$ cat config.mk
export PLATFORM = sky130hd
export DESIGN_NAME = slpv_div
export DESIGN_NICKNAME = d
export VERILOG_FILES = /design/src/rtl/slpv_div.sv
export SDC_FILE = /design/constraint.sdc
export NUM_CORES = 1
export LEC_CHECK = 0
export ABC_AREA = 1
export BUFFER_PORTS_ARGS = -buffer_cell sky130_fd_sc_hd__buf_2
export CAP_MARGIN = 25
export CORE_UTILIZATION = 25
export DETAILED_ROUTE_END_ITERATION = 10
export MAX_ROUTING_LAYER = met4
export PLACE_DENSITY = 0.48
export SLEW_MARGIN = 30
export SYNTH_ARGS = -nofsm -noshare
export SYNTH_HDL_FRONTEND = slang
export SYNTH_SLANG_ARGS = --single-unit
$ cat constraint.sdc
create_clock -name aclk -period 2.4 [get_ports aclk]
set_clock_uncertainty 0.1 [all_clocks]
set_input_delay 0.12 -clock aclk [delete_from_list [all_inputs] [get_ports aclk]]
set_output_delay 0.12 -clock aclk [all_outputs]
set_load 0.01 [all_outputs]
$ cat src/rtl/slpv_div.sv
// Iterative signed-by-unsigned divider, one quotient bit per cycle, truncating toward zero.
module slpv_div #(
    parameter int NUM_W = 39,
    parameter int DEN_W = 7
) (
    input  logic                    aclk,
    input  logic                    aresetn,
    input  logic                    start,
    input  logic signed [NUM_W-1:0] num,
    input  logic        [DEN_W-1:0] den,
    output logic                    done,
    output logic signed [NUM_W-1:0] quot
);
    localparam int CNT_W = $clog2(NUM_W + 1);

    logic             busy_reg;
    logic             done_reg;
    logic             neg_reg;
    logic [NUM_W-1:0] quo_reg;
    logic [DEN_W-1:0] rem_reg;
    logic [DEN_W-1:0] den_reg;
    logic [CNT_W-1:0] cnt_reg;
    logic [DEN_W:0]   trial;
    logic             ge;
    logic [DEN_W:0]   diff;

    // One restoring step.
    assign trial = {rem_reg, quo_reg[NUM_W-1]};
    assign ge    = trial >= {1'b0, den_reg};
    assign diff  = trial - {1'b0, den_reg};

    // Control.
    always_ff @(posedge aclk) begin
        if (!aresetn) begin
            busy_reg <= 1'b0;
            done_reg <= 1'b0;
        end else begin
            done_reg <= 1'b0;
            if (start) begin
                busy_reg <= 1'b1;
            end else if (busy_reg && cnt_reg == CNT_W'(1)) begin
                busy_reg <= 1'b0;
                done_reg <= 1'b1;
            end
        end
    end

    // Datapath.
    always_ff @(posedge aclk) begin
        if (start) begin
            neg_reg <= num[NUM_W-1];
            quo_reg <= num[NUM_W-1] ? NUM_W'(-num) : NUM_W'(num);
            rem_reg <= '0;
            den_reg <= den;
            cnt_reg <= CNT_W'(NUM_W);
        end else if (busy_reg) begin
            rem_reg <= ge ? diff[DEN_W-1:0] : trial[DEN_W-1:0];
            quo_reg <= {quo_reg[NUM_W-2:0], ge};
            cnt_reg <= cnt_reg - CNT_W'(1);
        end
    end

    assign done = done_reg;
    assign quot = neg_reg ? -$signed(quo_reg) : $signed(quo_reg);

endmodule

==> results.sh, run 1 <==
export IMPL_status="finished, final reports clean"
export IMPL_setup_viol_count_final=0
export IMPL_cp_max_fo=5
export IMPL_cts_tree="yes"
export IMPL_cts_root_buf="clkbuf_16"
export IMPL_switching_share_pct=33.3
export IMPL_drv_slew=0
export IMPL_seqPwrFrac_pct=38.7
export IMPL_seq_area_frac_synth_pct=32.8
export IMPL_initial_core_util_pct=25.7
export IMPL_min_delay_path_depth=4
export IMPL_worstSetupStartpoint="quo_reg[0]"
export IMPL_r2r_cells=9
export IMPL_antenna_found_initial=4
export IMPL_final_layout_size_suffix_gt1_share_pct=17.3
export IMPL_drtAntennaViolNets=0
export IMPL_num_rows=52
export IMPL_clock_sinks=62
export IMPL_final_nets=942
export IMPL_fin_crit_sh_pct=93.8
export IMPL_internal_power_uw=2370
export IMPL_r2r_end="rem_reg[1]"
export IMPL_syn2layout_area_growth_pct=21.6
export IMPL_numCtsBuffers=9
export IMPL_muxShareOfSynthArea_pct=0
export IMPL_ys_ff_latch=62
export IMPL_syn_area_um2=5230
export IMPL_wl_per_cell_um=13.8
export IMPL_avgViaCountPerCell=4.46
export IMPL_total_power_uw=3560
export IMPL_tightestPinTransition_ns=0.561
export IMPL_timing_rr_start="quo_reg[38]"
export IMPL_synth_top_family_by_area="simple AND/OR/NAND/NOR gates"
export IMPL_syn_area_per_cell_um2=6.66
export IMPL_grtUsageTotal_pct=15.7
export IMPL_vdd_drop_max_uv=283
export IMPL_worst_hold_startpoint="start"
export IMPL_grt_pass1_wl_um=25500
export IMPL_period_needed_ns=2.25
export IMPL_finalSetupTns_ns=0
export IMPL_hold_class="in2reg"
export IMPL_drc=0
export IMPL_die_area_um2=21500
export IMPL_netlist_top_cells_area="edfxtp_1 (27%), nand2_1 (16%), nand3_1 (8.6%)"
export IMPL_detailed_place_hpwl_um=13000
export IMPL_synth_compound_area_share_pct=8.09
export IMPL_clkSlewWorstSetupHoldPaths_ns=0.06
export IMPL_clk_insertion_delay_late_ns=0.32
export IMPL_syn_nets=846
export IMPL_hold_violations=0
export IMPL_maxSlewHeadroom_pct=62.4
export IMPL_r2r_slack_ns=0.32
export IMPL_cp_data_required_time_ns=2.18
export IMPL_core_area_um2=20400
export IMPL_start_kind="flip-flop"
export IMPL_crit_arrival_ns=2.03
export IMPL_overflow=0
export IMPL_ys_types=43
export IMPL_leakage_uw=0.00291
export IMPL_fill_cells=2254
export IMPL_worst_setup_path_type="reg2out"
export IMPL_pwr_share_clk_pct=32.9
export IMPL_fmax_mhz=444
export IMPL_port_buffers=88
export IMPL_p_per_area_nw_per_um2=560
export IMPL_synth_simple_gate_area_share_pct=40.3
export IMPL_post_route_util_pct=31.2
export IMPL_maxCapViolCount=0
export IMPL_worst_slack_ns=0.149
export IMPL_whs_endpoint="rem_reg[5]"
export IMPL_pin_count=89
export IMPL_clk_path_buf_depth=2
export IMPL_largest_register_ffs=39
export IMPL_fp_dieW_um=147
export IMPL_rsz0062_at_grt="true"
export IMPL_routabilityCongestion=0.844
export IMPL_cp_end_kind="primary output"
export IMPL_totalWireLength_um=16000
export IMPL_synth_top_area_cell="edfxtp_1"
export IMPL_pwr_share_comb_pct=28.4
export IMPL_drt_pass1_iter_count=5
export IMPL_switchingPower_uw=1190
export IMPL_yosys_area_top_type_share_pct=27.0
export IMPL_yosys_warnings=0
export IMPL_vias=5174
export IMPL_dpl_worst_slack_ns=0.321
export IMPL_grt_max_degree=45
export IMPL_drt_iter0_markers=371
export IMPL_grt_pass1_vias=4783
export IMPL_synth_cells=785
export IMPL_synth_xor_area_share_pct=7.04
export IMPL_ctsHtreeMaxLevel=3
export IMPL_synthAdderAreaFrac_pct=3.02
export IMPL_die_height_um=147
## worst max-delay path, stage by stage, from the launching register on
cell and delay (ns):
edfxtp_1 0.38, inv_2 0.09, ha_1 0.20, nand2_2 0.09
nor2_4 0.12, nand2_2 0.10, nor2_2 0.11, nand3b_1 0.11
nand2_2 0.15, nand2_1 0.07, nand2_1 0.07, nand2_1 0.06
buf_2 0.14
## per-layer routing
metal  GRT usage, %  vias to the layer above  wire length (µm)
met3           3.16                       19               835
met2           23.2                      118              6810
met4           5.42                        0               386
met5              -                        -                 0
met1           21.0                     2278              7950
li1               -                     2759                 -
## cell type report
class	instances	area, µm²	share of cell area, %
diodes	4	10.0	0.157
clock buffers	12	246	3.88
clock inverters	4	22.5	0.354
inverters	97	364	5.73
multi-input cells	607	3070	48.3
flip-flops and latches	62	1710	26.9
well taps	270	338	5.31
repair buffers	104	593	9.33
## worst max path at each step
stage	slack (ns)	endpoint
final	0.15	quot[38]
after global routing	-0.01	quot[38]
after CTS	0.004	quot[38]
after detailed placement	0.32	rem_reg[1]
after global placement	0.38	quo_reg[0]
after floorplan	0.53	rem_reg[3]
## power by group through the flow
stage	combinational [µW]	clock, µW	sequential (µW)
detailed placement	1000	0	1400
global route	1150	1250	1390
floorplan	657	0	1360
finish	1010	1170	1380
CTS	1010	1210	1380
global placement	998	0	1400
## timing repair
item | CTS | global route
endpoints found under the hold margin | 9 | 0
endpoints found under the setup margin | 0 | 10
buffers inserted | 0 | 1
hold buffers | 8 | 0
gates resized for setup | 0 | 8
## cells in the mapped netlist (all sizes together)
master,number
and2,1
o22ai,3
buf,11
nor3b,1
xor2,34
nand4,18
nand2,228
nor4,2
nor2,115
o21ai,55
a31oi,1
o211ai,1
or2,3
clkbuf,8
edfxtp,47
a21o,1
and3,1
a21oi,14
clkinv,1
nand3,92
nor3,9
inv,96
nand3b,6
xnor2,8
a22oi,1
fa,1
dfxtp,15
ha,11
o31ai,1
## cell usage in the layout (no fill, tap or decap), drive strengths merged, types with 2 or more instances in the layout
master	instances
nand2	228
nor2	115
inv	96
buf	96
nand3	92
o21ai	55
edfxtp	47
xor2	34
nand4	18
dfxtp	15
a21oi	14
clkbuf	12
ha	11
nor3	9
xnor2	8
dlygate4sd3	8
nand3b	6
diode	4
clkinv	4
o22ai	3
or2	3
nor4	2
## metrics by stage
| stage | hold slack, ns | cell area, µm² | std cells |
|---|---|---|---|
| after CTS | 0.0867 | 6320 | 1155 |
| after detailed placement | 0.200 | 5970 | 1131 |
| final | 0.0808 | 6360 | 1160 |
| after global routing | 0.120 | 6360 | 1160 |
| after global placement | 0.198 | 5970 | 1131 |
| after floorplan | 0.119 | 5230 | 785 |
## logic make-up (layout without fill, tap and decap cells)
logic type      count (synthesis)  count (layout)
xor+xnor                       42              42
other cells                     0               4
flops                          62              62
compound gates                 77              77
buf+inv                       116             217
simple gates                  476             476
fa+ha+maj                      12              12
Note: power is estimated with default switching activity, not from simulation.
==> inputs of run 2 (changes only) <==
--- a/config.mk
+++ b/config.mk
@@ -12,6 +12,7 @@
 export DETAILED_ROUTE_END_ITERATION = 10
 export MAX_ROUTING_LAYER = met4
 export PLACE_DENSITY = 0.48
+export RECOVER_POWER = 25
 export SLEW_MARGIN = 30
 export SYNTH_ARGS = -nofsm -noshare
 export SYNTH_HDL_FRONTEND = slang
==> run 2 against run 1 <==
Effect of this change:
- design area fell by 0.22%
- first-iteration DRC count increased by 3.0%
- via count about the same
- global-route usage is the same
- critical path depth is the same
- die area did not move
- highest routed layer unchanged
- fmax about the same
- final cell count did not move
- setup slack got worse by 0.0012 ns
==> results.sh, run 2 (synthesis gave the netlist of run 1 again) <==
export IMPL_slowest_stage="edfxtp_1"
export IMPL_hold_class="in2reg"
export IMPL_period_needed_ns=2.25
export IMPL_avgViaCountPerCell=4.46
export IMPL_hold_violations=0
export IMPL_cp_end_kind="primary output"
export IMPL_detailed_place_hpwl_um=13000
export IMPL_largest_register_ffs=39
export IMPL_multi_input_area_um2=3070
export IMPL_core_area_um2=20400
export IMPL_setup_viol_count_final=0
export IMPL_grt_pass1_wl_um=25500
export IMPL_clkSlewWorstSetupHoldPaths_ns=0.06
export IMPL_antenna_found_initial=4
export IMPL_num_rows=52
export IMPL_die_area_um2=21500
export IMPL_drtAntennaViolNets=0
export IMPL_grt_pass1_vias=4783
export IMPL_clk_path_buf_depth=2
export IMPL_drt_pass1_iter_count=4
export IMPL_wl_met3_um=835
export IMPL_maxSlewHeadroom_pct=8.91
export IMPL_crit_arrival_ns=2.03
export IMPL_leakage_uw=0.00289
export IMPL_fp_dieW_um=147
export IMPL_mostFrequentLayoutCells="nand2_1 (217), nor2_1 (99), inv_1 (92)"
export IMPL_maxCapViolCount=0
export IMPL_syn2layout_area_growth_pct=21.4
export IMPL_die_height_um=147
export IMPL_cts_root_buf="clkbuf_16"
export IMPL_crit_family="simple AND/OR/NAND/NOR gates"
export IMPL_fill_cells=2255
export IMPL_wl_per_cell_um=13.8
export IMPL_totalWireLength_um=16000
export IMPL_drt_iter0_markers=382
export IMPL_final_common_cell="nand2_1"
export IMPL_critPathMaxStageDelay_ns=0.38
export IMPL_initial_core_util_pct=25.7
export IMPL_worst_slack_ns=0.148
export IMPL_overflow=0
export IMPL_ctsHtreeMaxLevel=3
export IMPL_routed_top_layer="met4"
export IMPL_final_layout_size_suffix_gt1_share_pct=16.5
export IMPL_fmax_mhz=444
export IMPL_port_buffers=88
export IMPL_routabilityCongestion=0.844
export IMPL_cp_cell_sequence="inv_2, ha_1, nand2_2, nor2_4, nand2_2, nor2_2, nand3b_1, nand2_2, nand2_1, nand2_1, nand2_1, buf_2"
export IMPL_m1WireLength_um=7950
export IMPL_regArea_um2=1710
export IMPL_p_per_area_nw_per_um2=561
export IMPL_cp_buffers_inverters=2
export IMPL_cp_data_required_time_ns=2.18
export IMPL_vias=5170
export IMPL_numCtsBuffers=9
export IMPL_clk_insertion_delay_late_ns=0.32
export IMPL_dpl_worst_slack_ns=0.321
export IMPL_start_kind="flip-flop"
export IMPL_status="finished, final reports clean"
export IMPL_final_nets=942
export IMPL_drv_slew=0
export IMPL_clock_sinks=62
export IMPL_tightestPinTransition_ns=1.37
export IMPL_r2r_slack_ns=0.31
export IMPL_drc=0
export IMPL_cts_tree="yes"
export IMPL_wl_met2_um=6800
export IMPL_finalSetupTns_ns=0
export IMPL_vdd_drop_max_uv=283
export IMPL_cp_max_fo=5
export IMPL_grtUsageTotal_pct=15.7
export IMPL_worst_setup_path_type="reg2out"
export IMPL_pin_count=89
export IMPL_grt_max_degree=45
export IMPL_fin_crit_sh_pct=93.8
export IMPL_rsz0062_at_grt="true"
run 2: path summary, 6_finish.rpt:
path / from / to / cells past startpoint
hold reg to reg: rem_reg[6] / rem_reg[6] / 2
setup / recovery: quo_reg[0] / quot[38] / 12
setup reg to reg: quo_reg[38] / rem_reg[1] / 9
hold / removal: num[34] / quo_reg[34] / 4
run 2: layout make-up:
type,instances,share of cell area [%]
Timing Repair Buffer,104,9.17
Inverter,97,5.74
Sequential cell,62,27.0
Clock buffer,12,3.89
Multi-Input combinational cell,607,48.4
Tap cell,270,5.33
Antenna cell,4,0.158
Clock inverter,4,0.355
run 2: where the power goes:
group          internal [µW]  leakage (µW)  switching [µW]
combinational            367       0.00216             639
clock                    721      0.000132             450
sequential              1280      0.000600            95.2
run 2: worst register-to-register path, delay by kind of cell (launching register included):
kind	cells	cell delay, ns
adder cells (fa/ha/maj)	2	0.68
AO/OA/AOI/OAI	3	0.48
AND/OR/NAND/NOR	3	0.28
buffers and inverters	1	0.10
flip-flops	1	0.34
run 2: through the flow:
stage,hold WS (ns),instances,util (%),total power (µW),instance area [µm²]
2_1_floorplan,0.119,785,-,2020,5230
3_3_place_gp,0.198,1131,29.3,2390,5970
3_5_place_dp,0.200,1131,29.3,2400,5970
4_1_cts,0.0867,1155,31.0,3600,6320
5_1_grt,0.120,1160,31.1,3790,6340
6_report,0.0939,1160,31.1,3560,6340
run 2: metal layers:
metal  vias up  track usage, %
met5         -               -
met4         0            5.42
met3        19            3.16
met2       119            23.2
met1      2274            21.0
li1       2758               -
run 2: timing repair:
item                                    CTS  global route
hold buffers                              8             0
buffers inserted                          0             1
endpoints found under the setup margin    0            10
resized for setup                         0             8
hold endpoints to repair                  9             0
